[src/hw/rtl/bpw_pkg.sv]
// Package for the BSP point leaf walk unit.
// Holds node entry layout, op and status codes, sequencer states and dot unit controls.
// No dependencies.
package bpw_pkg;

	// Field widths fixed by the interface
	localparam int NORMAL_W = 16;
	localparam int COORD_W  = 24;
	localparam int CHILD_W  = 17;
	localparam int COUNT_W  = 13;
	localparam int LEAF_W   = 16;
	localparam int STEPS_W  = 7;
	localparam int INDEX_W  = 12;
	localparam int PROD_W   = COORD_W + NORMAL_W;
	localparam int ACC_W    = PROD_W + 3;
	localparam int DIST_SHIFT = 15;

	// Operation codes
	localparam logic OP_LOAD  = 1'b0;
	localparam logic OP_QUERY = 1'b1;

	// Result status codes
	localparam logic [1:0] STAT_OK      = 2'd0;
	localparam logic [1:0] STAT_NO_TREE = 2'd1;
	localparam logic [1:0] STAT_CHILD   = 2'd2;
	localparam logic [1:0] STAT_DEPTH   = 2'd3;

	// One tree node as stored
	typedef struct packed {
		logic signed [NORMAL_W-1:0] normal_x;
		logic signed [NORMAL_W-1:0] normal_y;
		logic signed [NORMAL_W-1:0] normal_z;
		logic signed [COORD_W-1:0]  plane_dist;
		logic signed [CHILD_W-1:0]  front_child;
		logic signed [CHILD_W-1:0]  back_child;
	} node_t;

	// Walk sequencer states
	typedef enum logic [2:0] {
		ST_IDLE,
		ST_READ,
		ST_MUL_X,
		ST_MUL_Y,
		ST_MUL_Z,
		ST_ACC,
		ST_DECIDE
	} walk_state_t;

	// Operand select of the shared multiplier
	typedef enum logic [1:0] {
		SEL_X,
		SEL_Y,
		SEL_Z
	} dot_sel_t;

	// Controls from the sequencer to the dot unit
	typedef struct packed {
		logic     mul_en;
		dot_sel_t sel;
		logic     acc_load;
		logic     acc_add;
	} dot_ctrl_t;

endpackage

[src/hw/rtl/bpw_dot_unit.sv]
// Shared multiply-accumulate unit: plane distance of a point, one product per cycle while mul_en is high.
// Depends on bpw_pkg for widths and the control struct.
module bpw_dot_unit (
	input  logic                                clk,
	input  bpw_pkg::dot_ctrl_t                  ctrl,
	input  logic signed [bpw_pkg::COORD_W-1:0]  px,
	input  logic signed [bpw_pkg::COORD_W-1:0]  py,
	input  logic signed [bpw_pkg::COORD_W-1:0]  pz,
	input  bpw_pkg::node_t                      node,
	output logic                                front
);
	import bpw_pkg::*;

	logic signed [COORD_W-1:0]  op_p;
	logic signed [NORMAL_W-1:0] op_n;
	logic signed [PROD_W-1:0]   prod_q;
	logic signed [ACC_W-1:0]    acc_q;
	logic signed [ACC_W-1:0]    prod_ext;
	logic signed [ACC_W-1:0]    dist_ext;

	// Pick the coordinate and normal component for this cycle
	always_comb begin
		case (ctrl.sel)
			SEL_X: begin
				op_p = px;
				op_n = node.normal_x;
			end
			SEL_Y: begin
				op_p = py;
				op_n = node.normal_y;
			end
			SEL_Z: begin
				op_p = pz;
				op_n = node.normal_z;
			end
			default: begin
				op_p = px;
				op_n = node.normal_x;
			end
		endcase
	end

	assign prod_ext = ACC_W'(prod_q);
	assign dist_ext = ACC_W'(node.plane_dist) <<< DIST_SHIFT;

	// Register each product, then fold it into the sum
	always_ff @(posedge clk) begin
		if (ctrl.mul_en) begin
			prod_q <= op_p * op_n;
		end
		if (ctrl.acc_load) begin
			acc_q <= prod_ext - dist_ext;
		end else if (ctrl.acc_add) begin
			acc_q <= acc_q + prod_ext;
		end
	end

	// Front side when the signed distance is above zero
	assign front = !acc_q[ACC_W-1] && (acc_q != '0);

endmodule

[config.mk]
export PLATFORM = sky130hd
export DESIGN_NAME = bpw_dot_unit
export DESIGN_NICKNAME = d
export VERILOG_FILES = /design/src/hw/rtl/bpw_pkg.sv /design/src/hw/rtl/bpw_dot_unit.sv
export SDC_FILE = /design/constraint.sdc
export NUM_CORES = 1
export LEC_CHECK = 0
export ABC_AREA = 0
export CORE_MARGIN = 2
export CORE_UTILIZATION = 55
export DETAILED_ROUTE_END_ITERATION = 12
export DONT_BUFFER_PORTS = 1
export GPL_TIMING_DRIVEN = 0
export PLACE_DENSITY = 0.77
export SLEW_MARGIN = 20
export SYNTH_ARGS = -nofsm -noshare
export SYNTH_HDL_FRONTEND = slang
export SYNTH_SLANG_ARGS = --single-unit
[constraint.sdc]
create_clock -name clk -period 7.3 [get_ports clk]
set_input_delay 0 -clock clk [delete_from_list [all_inputs] [get_ports clk]]
set_output_delay 0 -clock clk [all_outputs]
set_load 0.01 [all_outputs]
; ---- Word-level counts from Yosys, hierarchy flattened
; Cells that the tools add are included.
[word_totals]
reg_bits = 83
inputBits = 184
output_inout_bits = 1
wordCells = 15
[op_classes]
add_sub_neg = 2
mul = 1
eq_ne = 2
muxes = 4
reduce_logical = 4
[op_table]
columns = cell, count
row1 = $mux 43, 2
row2 = $pmux 24 s2, 1
row3 = $add 43x40->43, 1
row4 = $reduce_bool 43->1, 1
row5 = $sub 40x39->41, 1
row6 = $mul 24x16->40, 1
row7 = $pmux 16 s2, 1
row8 = $eq 2x1->1 const B, 1
row9 = $eq 2x2->1 const B, 1
row10 = $reduce_bool 2->1, 1
row11 = $logic_and 1x1->1, 1
row12 = $logic_not 1->1, 1

; ---- Depth between registers and ports, before layout
; Gate-level depths: netlist of run 1.
[logic_depth]
depth_word = 3
mapped_depth = 32
mapped_depth_nobuf = 28

; ---- Worst setup path after synthesis of run 1
; Ideal clock, no wire load.
[synth_timing]
path_type = input -> register
from = input port ctrl[2] (netlist bit)
to = register prod_q[39] (data pin)
setup_ns = 0.260
t_arrival_ns = 7.163
required_ns = 7.040
setup_slack_ns = -0.122
stages = 31
path_buffers = 4
cell_sequence = inv_1 -> ha_1 -> clkbuf_1 -> clkbuf_1 -> buf_1 -> nand2_1 -> o21ai_0 -> clkbuf_1 -> nand2_1 -> fa_1 -> inv_1 -> fa_1 -> inv_1 -> fa_1 -> inv_1 -> fa_1 -> fa_1 -> inv_1 -> fa_1 -> inv_1 -> ha_1 -> a21o_1 -> a21o_1 -> a221o_1 -> a211oi_2 -> o21ai_1 -> a22o_1 -> o21ai_1 -> o31ai_1 -> a221oi_2 -> xnor2_1
[synth_between]
elab_chain_cells = 3
elab_cells_between_ends = 5
classes_between = mul: 1 / eq/ne: 2 / mux: 2
[synth_lines]
columns = element, line
row1 = from (decl), bpw_dot_unit.sv:5  ; input bpw_pkg::dot_ctrl_t ctrl,
row2 = $eq 2x2->1 / $eq 2x1->1 (equally long branches), bpw_dot_unit.sv:23  ; case (ctrl.sel)
row3 = $pmux 24 s2 / $pmux 16 s2 (equally long branches), bpw_dot_unit.sv:23
row4 = $mul 24x16->40 *, bpw_dot_unit.sv:49  ; prod_q <= op_p * op_n;
row5 = to (signal assigned), bpw_dot_unit.sv:49
row6 = to (decl), bpw_dot_unit.sv:16  ; logic signed [PROD_W-1:0] prod_q;
; Every way passes the cells marked *; elsewhere a longest branch is shown, timed or not.
; A chain may end at the register's enable or synchronous reset.

; ---- Final worst setup path of run 1
; Same ends and word-level chain as after synthesis.

==> metrics.csv, run 1 <==
stage;metric;value;unit
status;status;finished clean;
sta;Hold Vio Cnt, Final;0;
sta;Final Skew;0.01212;ns
yosys;Async SR Flop Fraction;0;%
sta;Slew Viols, Final;0;
flow_run;MaxCap Viol Count;0;
critical_path;Startpoint Class;input port;
yosys;compound-gate portion of the synthesized area;13.34;%
die;die width;198.4;um
yosys;number of enable-type register cells in the synthesized netlist;83;
die;io pins;185;
global_routing;global route overflow;0;
clock_tree;CTS root buffer;clkbuf_16;
die;# rows;71;
die;Core ar.;37400;um2
clock_tree;Bufs on Longest Clock Path;2;
critical_path;CP Buf/Inv Count;6;
yosys;Syn Nets;3112;
critical_path;CP Data Arrival Time;7.18;ns
yosys;library cells used by synthesis;69;
critical_path;largest fanout on the critical path;10;
critical_path;CP Depth;27;
critical_path;Largest stage delay, worst path;0.57;ns
die;starting density of the core;55.56;%
critical_path;RR Startpoint;prod_q[0]$_DFFE_PP_;
sta;final setup vio count;0;
clock_tree;TritonCTS sink count;83;
cells_and_area;fin nets;3160;
critical_path;Slowest cell on crit path;fa_1;
critical_path;CP Class;input port to register;
clock_tree;CTS tree;done;
critical_path;reg2reg path depth;13;
routing;drt total wl;60640;um
yosys;post-synthesis mux area share;0.3011;%
routing;post-DR wirelength/cell;20.55;um
critical_path;most used cell, CP;fa_1;
worst_hold_path;worst hold path class;input port to register;
yosys;Synth Area in Adders;46.28;%
worst_hold_path;Hold Path End;prod_q[7]$_DFFE_PP_;
sta;Worst-Margin Slew;0.8860;ns
yosys;simple-gate share of the synthesized area;13.10;%
routing;routed vias;16990;
yosys;dominant combinational cell family by area after synthesis;adder cells;
sta;period utilization;97.32;%
routing;TritonRoute pass-1 iters;5;
sta;post-route setup TNS;0;ns
clock_tree;total CTS buffers;9;
worst_hold_path;hold path cells;1;
yosys;YS warnings;0;
yosys;Post-Synthesis Cells;2385;
critical_path;internal reg-to-reg setup slack;3.56;ns
yosys;sequential fraction of the synthesis area;11.99;%
clock_tree;Clock transition at path regs;0.07;ns
yosys;Synth Area in XOR/XNOR;4.215;%
place;worst slack, placed;-1.650;ns
yosys;FF+latch count, synth;83;
sta;min setup slack post-route;0.1956;ns
clock_tree;htree depth;3;
routing;# DRC;0;
clock_tree;clock latency on the worst-skew pair;0.35;ns
yosys;Syn Area/Cell;8.713;um2
critical_path;WP data required;7.38;ns
routing;1st-iter DRT viols;1338;
critical_path;CP endpoint kind;register;
sta;Slew headroom;40.43;%
global_routing;largest net degree at the start of global routing;44;
yosys;Mapped Area;20780;um2
sta;Peak Freq;0.1408;GHz
routing;final antenna-violating net count;0;
yosys;ys flop type;edfxtp_1;
place;post-DP HPWL;50750;um
die;die height;198.4;um
worst_hold_path;Hold Crit Start;ctrl[4];
cells_and_area;share of cells above drive strength 1;8.863;%
die;DIE AREA;39350;um2
place;Buffers on Ports;0;
global_routing;GRT Total Usage;32.14;%
sta;Final min period;7.104;ns
cells_and_area;P&R area growth vs syn;9.050;%
global_routing;global-route wire length before repair;95910;um
global_routing;antenna violations before repair;3;
critical_path;Worst path top cell family by delay;adder cells;
critical_path;reg-to-reg critical path endpoint;acc_q[40]$_DFFE_PP_;
routing;vias per cell;5.756;
global_routing;vias in the first global route;18300;
place;routability-driven placement congestion ratio;1.014;
==> flip-flops by register name (all words and copies together) (netlist names) <==
signal and cells:
prod_q 40, acc_q 43
==> worst max path at each step <==
stage,startpoint,endpoint
floorplan,ctrl[2],prod_q[39]$_DFFE_PP_
global placement,ctrl[3],prod_q[39]$_DFFE_PP_
detailed placement,ctrl[3],prod_q[39]$_DFFE_PP_
CTS,ctrl[3],prod_q[39]$_DFFE_PP_
global route,ctrl[2],prod_q[39]$_DFFE_PP_
finish,ctrl[2],prod_q[39]$_DFFE_PP_
==> layout by cell type (no fill, tap or decap), types with 7 or more instances in the layout <==
cell type  instances
inv_1            496
fa_1             376
nand2_1          323
nor2_1           227
ha_1             163
a21oi_1           86
edfxtp_1          83
o21ai_0           66
xnor2_1           65
buf_4             58
a21o_1            49
xor2_1            35
o21a_1            34
a22oi_1           33
o21ai_4           18
nand3_1           18
clkbuf_4          15
o21a_2            15
o21ai_2           14
nand4_1           14
nor2b_1           14
clkbuf_1          11
clkbuf_2          11
nor4_1            11
and2_1            10
buf_6              9
nor3_1             9
o21bai_1           9
clkbuf_16          9
o31ai_1            8
nand2b_1           8
a31oi_1            8
a22oi_2            7
o211ai_1           7
==> layer usage <==
layer	vias to the layer above	track usage [%]	wire (um)
met4	0	16.90	3612
met3	209	4.137	4408
met2	805	54.67	28600
met1	8343	40.23	24020
met5	-	0	0
li1	7630	-	-
==> logic make-up (layout without fill, tap and decap cells) <==
kind of cell,count (synthesis),after routing
fa+ha+maj,543,543
simple gates,657,657
other cells,0,3
compound gates,417,417
flops,83,83
mux,6,6
xor+xnor,100,100
buf+inv,579,631
==> synthesized netlist by cell type, drive strengths merged, types with 11 or more instances <==
cell type / instances / area (um2)
xnor2: 65 / 569.3
nand3: 18 / 90.09
nor4: 11 / 68.82
xor2: 35 / 306.5
ha: 167 / 2090
edfxtp: 83 / 2492
nand4: 14 / 87.58
o21ai: 104 / 520.5
nor2b: 14 / 87.58
a22oi: 40 / 300.3
nor2: 227 / 852.1
a21o: 53 / 402.9
nand2: 323 / 1212
a21oi: 91 / 470.5
fa: 376 / 7527
buf: 13 / 56.30
clkbuf: 65 / 275.3
o21a: 51 / 382.9
inv: 496 / 1862
==> cell type report <==
class	instances	area (um2)
flip-flops and latches	83	2492
repair buffers	47	367.9
well taps	511	639.4
clock buffers	9	225.2
clock inverters	6	65.06
plain buffers	72	536.8
inverters	497	1869
fillers	3218	14740
diodes	3	7.507
multi-input cells	1723	16460
==> repair_timing <==
item                       in CTS  in global routing
pin swaps                       8                 15
hold buffers                    2                  0
setup endpoints to repair      20                 10
hold endpoints to repair       41                  0
resized for setup             120                118
cloned                          0                  0
setup buffers                  18                 27
==> stage by stage <==
stage | std cells | instance area (um2) | hold WS, ns | util (%)
after floorplan | 2385 | 20790 | 0.1125 | -
after global placement | 2896 | 21430 | 0.1230 | 57.29
after detailed placement | 2896 | 21430 | 0.1235 | 57.29
after CTS | 2927 | 22200 | 0.001089 | 59.37
after global routing | 2951 | 22660 | 0.006116 | 60.59
final | 2951 | 22660 | 0.006383 | 60.59
Power of run 1 is left out: the tool's default activity adds up to more than one toggle a clock period on the data nets, which glitch-free logic cannot reach.
==> run 2, diff against run 1 <==
- PLACE_DENSITY: 0.77 -> 0.73
==> run 2 against run 1 <==
Against the previous run: register-to-register slack got worse by 0.03 ns; routed wire length is 1.3% lower; hold slack better by 0.030 ns; flip-flop and latch count unchanged; first-iteration DRC count down 12%; non-clock buffer count grew 2; worst setup slack got worse by 0.063 ns; fmax shrank 0.88%; final cell count up 0.10%; final area about the same; count of clock-buffer cells in the layout unchanged; die area unchanged; highest routed layer unchanged.
==> metrics.csv, run 2 (synthesis gave the netlist of run 1 again) <==
stage;metric;value;unit;change
place;post-DP HPWL;50590;um;was 50750 um
cells_and_area;Largest register FFs;43;;unchanged
clock_tree;TritonCTS sink count;83;;unchanged
die;die height;198.4;um;unchanged
place;placed cell count;2896;;unchanged
cells_and_area;top flop regs;acc_q: 43 flops, prod_q: 40 flops;;unchanged
die;io pins;185;;unchanged
sta;period utilization;98.19;%;was 97.32%
cells_and_area;Layout Cells excl Fill;2954;;was 2951
routing;drt total wl;59830;um;was 60640 um
critical_path;RR Startpoint;acc_q[0]$_DFFE_PP_;;was prod_q[0]$_DFFE_PP_
clock_tree;CTS tree;done;;unchanged
clock_tree;CTS root buffer;clkbuf_16;;unchanged
routing;1st-iter DRT viols;1175;;was 1338
critical_path;CP startpoint;ctrl[2];;unchanged
die;DIE AREA;39350;um2;unchanged
cells_and_area;post-layout util;60.57;%;was 60.59%
clock_tree;Bufs on Longest Clock Path;2;;unchanged
global_routing;antenna violations before repair;3;;unchanged
clock_tree;total CTS buffers;9;;unchanged
status;status;finished clean;;unchanged
sta;Final Skew;0.009761;ns;was 0.01212 ns
critical_path;Startpoint Class;input port;;unchanged
global_routing;global-route wire length before repair;94100;um;was 95910 um
critical_path;CP Data Arrival Time;7.25;ns;was 7.18 ns
sta;final setup vio count;0;;unchanged
cells_and_area;final instance area;22650;um2;was 22660 um2
routing;vias per cell;5.738;;was 5.756
critical_path;reg2reg path depth;13;;unchanged
sta;Worst-Margin Slew;1.028;ns;was 0.8860 ns
flow_run;MaxCap Viol Count;0;;unchanged
cells_and_area;fin nets;3162;;was 3160
clock_tree;htree depth;3;;unchanged
routing;TritonRoute pass-1 iters;5;;unchanged
global_routing;largest net degree at the start of global routing;44;;unchanged
cells_and_area;most common cell after layout, fill and taps aside;inv_1;;unchanged
critical_path;Worst Setup EP;prod_q[39]$_DFFE_PP_;;unchanged
critical_path;CP endpoint kind;register;;unchanged
critical_path;reg-to-reg critical path endpoint;acc_q[40]$_DFFE_PP_;;unchanged
clock_tree;clock latency on the worst-skew pair;0.35;ns;about the same
cells_and_area;Top reg by flops;acc_q;;unchanged
cells_and_area;share of cells above drive strength 1;8.443;%;was 8.863%
global_routing;vias in the first global route;17790;;was 18300
routing;routed vias;16950;;was 16990
place;routability-driven placement congestion ratio;1.034;;was 1.014
die;starting density of the core;55.56;%;unchanged
critical_path;CP Class;input port to register;;unchanged
critical_path;internal reg-to-reg setup slack;3.53;ns;was 3.56 ns
place;Cell Area, Placed;21430;um2;about the same
sta;Final min period;7.168;ns;was 7.104 ns
sta;Slew Viols, Final;0;;unchanged
worst_hold_path;worst hold path class;input port to register;;unchanged
place;Buffers on Ports;0;;unchanged
routing;# DRC;0;;unchanged
die;die width;198.4;um;unchanged
die;# rows;71;;unchanged
critical_path;largest fanout on the critical path;10;;unchanged
global_routing;global route overflow;0;;unchanged
cells_and_area;Fill cells;3278;;was 3218
sta;Hold Vio Cnt, Final;0;;unchanged
routing;final antenna-violating net count;0;;unchanged
sta;Peak Freq;0.1395;GHz;was 0.1408 GHz
critical_path;WP data required;7.38;ns;about the same
routing;post-DR wirelength/cell;20.25;um;was 20.55 um
global_routing;GRT Total Usage;31.53;%;was 32.14%
cells_and_area;most frequent cells in the layout;496 x inv_1, 376 x fa_1, 323 x nand2_1, 226 x nor2_1, 164 x ha_1;;was 496 x inv_1, 376 x fa_1, 323 x nand2_1, 227 x nor2_1, 163 x ha_1
die;Core ar.;37400;um2;unchanged
cells_and_area;P&R area growth vs syn;9.020;%;was 9.050%
sta;Slew headroom;31.00;%;was 40.43%
clock_tree;Clock transition at path regs;0.07;ns;about the same
run 2: cell count changes in the layout (fill, tap and decap cells not counted), sizes merged:
cell         before  now
buf              72   75
clkinvlp          2    1
clkbuf           51   49
inv             498  497
dlygate4sd3       1    2
clkinv            2    5
run 2: area by class of cell:
type	instances	area [um2]	share of cell area [%]
antenna	3	7.507	0.03314
buffer	74	549.3	2.425
clock buffer	9	225.2	0.9941
clock inverter	7	67.56	0.2982
inverter	497	1869	8.251
multi-input combinational	1723	16410	72.43
sequential	83	2492	11.00
tap	511	639.4	2.822
timing repair buffer	47	395.4	1.745
run 2: how the worst min path moves through the flow:
stage / from / end / depth (start not counted) / slack [ns]
final: node[35] / acc_q[16]$_DFFE_PP_ / 2 / 0.04
after global routing: node[35] / acc_q[16]$_DFFE_PP_ / 2 / 0.05
after CTS: node[35] / acc_q[16]$_DFFE_PP_ / 2 / 0.03
after detailed placement: ctrl[4] / prod_q[37]$_DFFE_PP_ / 0 / 0.12
after global placement: ctrl[4] / prod_q[36]$_DFFE_PP_ / 0 / 0.12
after floorplan: ctrl[4] / prod_q[0]$_DFFE_PP_ / 0 / 0.11
run 2: metal layers:
metal  global-route usage (%)  wire, um
met5                        0         0
met3                    5.968      5193
met4                    18.16      3872
met1                    38.84     23390
met2                    52.16     27370
run 2: timing repair:
| action | in CTS | in global routing |
|---|---|---|
| pin swaps | 4 | 12 |
| buffers inserted | 17 | 27 |
| hold buffers | 3 | 0 |
| hold endpoints to repair | 41 | 0 |
| setup endpoints to repair | 20 | 10 |
| gates resized for setup | 107 | 129 |
run 2: stage by stage:
step                      TNS [ns]  hold WS (ns)  setup slack, ns
final                            0       0.03668           0.1323
after global routing      -0.06409       0.05168         -0.05481
after CTS                 -0.01327       0.02837         -0.01327
after detailed placement    -20.22        0.1210           -1.541
after global placement      -20.44        0.1217           -1.570
after floorplan                  0        0.1125          0.02372
run 2: critical path, cell delays in order:
cell      delay (ns)
inv_1           0.08
ha_4            0.16
clkbuf_4        0.22
a22oi_1         0.10
o21ai_2         0.41
clkbuf_4        0.36
nand2_1         0.11
fa_1            0.49
inv_1           0.06
fa_1            0.50
fa_1            0.57
fa_1            0.44
fa_1            0.50
inv_1           0.05
fa_1            0.56
inv_1           0.07
ha_1            0.35
and3_4          0.23
nor2b_1         0.13
a221o_1         0.37
a211oi_4        0.33
o21ai_2         0.14
a22o_1          0.26
o21ai_2         0.23
o31ai_2         0.12
a221oi_2        0.27
xnor2_1         0.12
Power of run 2 is left out for the same reason.
==> run 3, diff against run 2 <==
- REMOVE_ABC_BUFFERS: default -> 1
==> run 3 against run 2 <==
Against the previous run: routed wire length shrank 8.2%; sequential share of layout area increased by 0.23 points; clock skew shrank 0.0057 ns; die area unchanged; hold slack lost 0.033 ns; worst setup slack improved by 0.12 ns; flip-flop and latch count unchanged; non-clock buffer count fell by 78; global-route usage down 2.6 points; final area decreased by 2.0%; final cell count is 2.8% lower; first-iteration DRC count is 11% higher; critical path type unchanged.
==> metrics.csv, run 3 (synthesis gave the netlist of run 1 again) <==
stage;metric;value;unit;change
critical_path;most used cell, CP;fa_1;;unchanged
sta;final setup vio count;0;;unchanged
routing;1st-iter DRT viols;1302;;was 1175
place;Cell Area, Placed;21270;um2;was 21430 um2
sta;Slew Viols, Final;0;;unchanged
die;starting density of the core;55.56;%;unchanged
routing;final antenna-violating net count;0;;unchanged
die;die height;198.4;um;unchanged
critical_path;reg-to-reg critical path endpoint;acc_q[40]$_DFFE_PP_;;unchanged
critical_path;CP Buf/Inv Count;5;;was 6
die;DIE AREA;39350;um2;unchanged
global_routing;global-route wire length before repair;87900;um;was 94100 um
critical_path;Startpoint Class;input port;;unchanged
critical_path;Slowest cell on crit path;o21ai_1;;was fa_1
sta;Peak Freq;0.1419;GHz;was 0.1395 GHz
place;Buffers on Ports;0;;unchanged
sta;post-route setup TNS;0;ns;unchanged
cells_and_area;share of cells above drive strength 1;5.718;%;was 8.443%
critical_path;CP startpoint;ctrl[2];;unchanged
sta;Slew headroom;39.44;%;was 31.00%
global_routing;global route overflow;0;;unchanged
sta;period utilization;96.57;%;was 98.19%
critical_path;CP endpoint kind;register;;unchanged
place;routability-driven placement congestion ratio;0.9587;;was 1.034
global_routing;vias in the first global route;17070;;was 17790
worst_hold_path;Hold Crit Start;ctrl[4];;was node[35]
clock_tree;CTS tree;done;;unchanged
clock_tree;TritonCTS sink count;83;;unchanged
sta;Worst-Margin Slew;0.9023;ns;was 1.028 ns
worst_hold_path;Hold Path End;prod_q[34]$_DFFE_PP_;;was acc_q[16]$_DFFE_PP_
die;Core ar.;37400;um2;unchanged
cells_and_area;fin nets;3084;;was 3162
clock_tree;htree depth;3;;unchanged
worst_hold_path;worst hold path class;input port to register;;unchanged
cells_and_area;P&R area growth vs syn;6.786;%;was 9.020%
critical_path;CP Data Arrival Time;7.12;ns;was 7.25 ns
die;die width;198.4;um;unchanged
cells_and_area;Top reg by flops;acc_q;;unchanged
sta;Hold Vio Cnt, Final;0;;unchanged
place;post-DP HPWL;44020;um;was 50590 um
routing;TritonRoute pass-1 iters;6;;was 5
sta;Final Skew;0.004028;ns;was 0.009761 ns
critical_path;Largest stage delay, worst path;0.73;ns;was 0.57 ns
flow_run;MaxCap Viol Count;0;;unchanged
cells_and_area;final instance area;22190;um2;was 22650 um2
cells_and_area;most common cell after layout, fill and taps aside;inv_1;;unchanged
critical_path;CP Class;input port to register;;unchanged
clock_tree;CTS root buffer;clkbuf_16;;unchanged
cells_and_area;Largest register FFs;43;;unchanged
critical_path;largest fanout on the critical path;25;;was 10
routing;vias per cell;5.681;;was 5.738
die;# rows;71;;unchanged
clock_tree;Clock transition at path regs;0.06;ns;was 0.07 ns
routing;routed vias;16320;;was 16950
global_routing;GRT Total Usage;28.89;%;was 31.53%
critical_path;internal reg-to-reg setup slack;3.57;ns;was 3.53 ns
status;status;finished clean;;unchanged
global_routing;antenna violations before repair;0;;was 3
critical_path;Worst path top cell family by delay;adder cells;;unchanged
cells_and_area;top flop regs;acc_q: 43 flops, prod_q: 40 flops;;unchanged
cells_and_area;most frequent cells in the layout;496 x inv_1, 376 x fa_1, 323 x nand2_1, 227 x nor2_1, 165 x ha_1;;was 496 x inv_1, 376 x fa_1, 323 x nand2_1, 226 x nor2_1, 164 x ha_1
clock_tree;Bufs on Longest Clock Path;2;;unchanged
worst_hold_path;hold path cells;1;;was 2
critical_path;reg2reg path depth;13;;unchanged
global_routing;largest net degree at the start of global routing;68;;was 44
critical_path;RR Startpoint;acc_q[0]$_DFFE_PP_;;unchanged
sta;Final min period;7.049;ns;was 7.168 ns
cells_and_area;Fill cells;3287;;was 3278
routing;# DRC;0;;unchanged
routing;post-DR wirelength/cell;19.12;um;was 20.25 um
clock_tree;total CTS buffers;9;;unchanged
die;io pins;185;;unchanged
critical_path;WP data required;7.37;ns;was 7.38 ns
routing;drt total wl;54910;um;was 59830 um
clock_tree;clock latency on the worst-skew pair;0.34;ns;was 0.35 ns
cells_and_area;ant diodes;0;;was 3
-- run 3: worst reg2reg max path: stages (launching register included) --
cell	delay (ns)
edfxtp_1	0.36
ha_1	0.17
inv_1	0.06
fa_1	0.40
nand2b_1	0.18
a21oi_1	0.22
o211ai_1	0.15
o2bb2ai_1	0.22
o31ai_1	0.69
a221o_1	0.41
a41oi_1	0.21
a21oi_1	0.19
xnor2_1	0.12
o21ai_0	0.08
-- run 3: repair_timing --
| item | CTS | global route |
|---|---|---|
| setup buffers | 11 | 13 |
| gates resized for setup | 25 | 34 |
| hold endpoints to repair | 77 | 0 |
| gates cloned | 1 | 0 |
| hold buffers | 5 | 0 |
| endpoints found under the setup margin | 15 | 7 |
| pin swaps | 7 | 9 |
-- run 3: layer usage --
layer  wire (um)  track usage, %  vias up
met4        1443           8.382        0
met2       26240           49.51      677
met1       22510           37.17     8053
met5           0               0        -
met3        4714           5.883      109
li1            -               -     7476
-- run 3: worst max-delay path by stage --
| stage | slack [ns] | to | cells past startpoint |
|---|---|---|---|
| finish | 0.25 | prod_q[39]$_DFFE_PP_ | 25 |
| global placement | -3.21 | prod_q[39]$_DFFE_PP_ | 24 |
| global route | -0.03 | prod_q[38]$_DFFE_PP_ | 27 |
| detailed placement | -1.27 | prod_q[39]$_DFFE_PP_ | 26 |
| floorplan | -1.43 | prod_q[39]$_DFFE_PP_ | 24 |
| CTS | 0.003 | prod_q[39]$_DFFE_PP_ | 25 |
-- run 3: cell type report --
cell class	instances	area [um2]	share of cell area, %
multi-input cells	1723	16400	73.89
clock inverters	4	76.32	0.3440
repair buffers	43	486.7	2.193
well taps	511	639.4	2.881
inverters	497	1867	8.413
flip-flops and latches	83	2492	11.23
clock buffers	11	232.7	1.049
-- run 3: metrics by stage --
step | util (%) | std cells | hold WS [ns] | setup WS [ns]
after floorplan | - | 2303 | 0.1125 | -1.426
after global placement | 56.27 | 2814 | 0.1212 | -3.214
after detailed placement | 56.88 | 2827 | 0.1217 | -1.274
after CTS | 58.62 | 2859 | 0.004682 | 0.003216
after global routing | 59.33 | 2872 | 0.01234 | -0.03315
final | 59.33 | 2872 | 0.003672 | 0.2507
Power of run 3 is left out for the same reason.
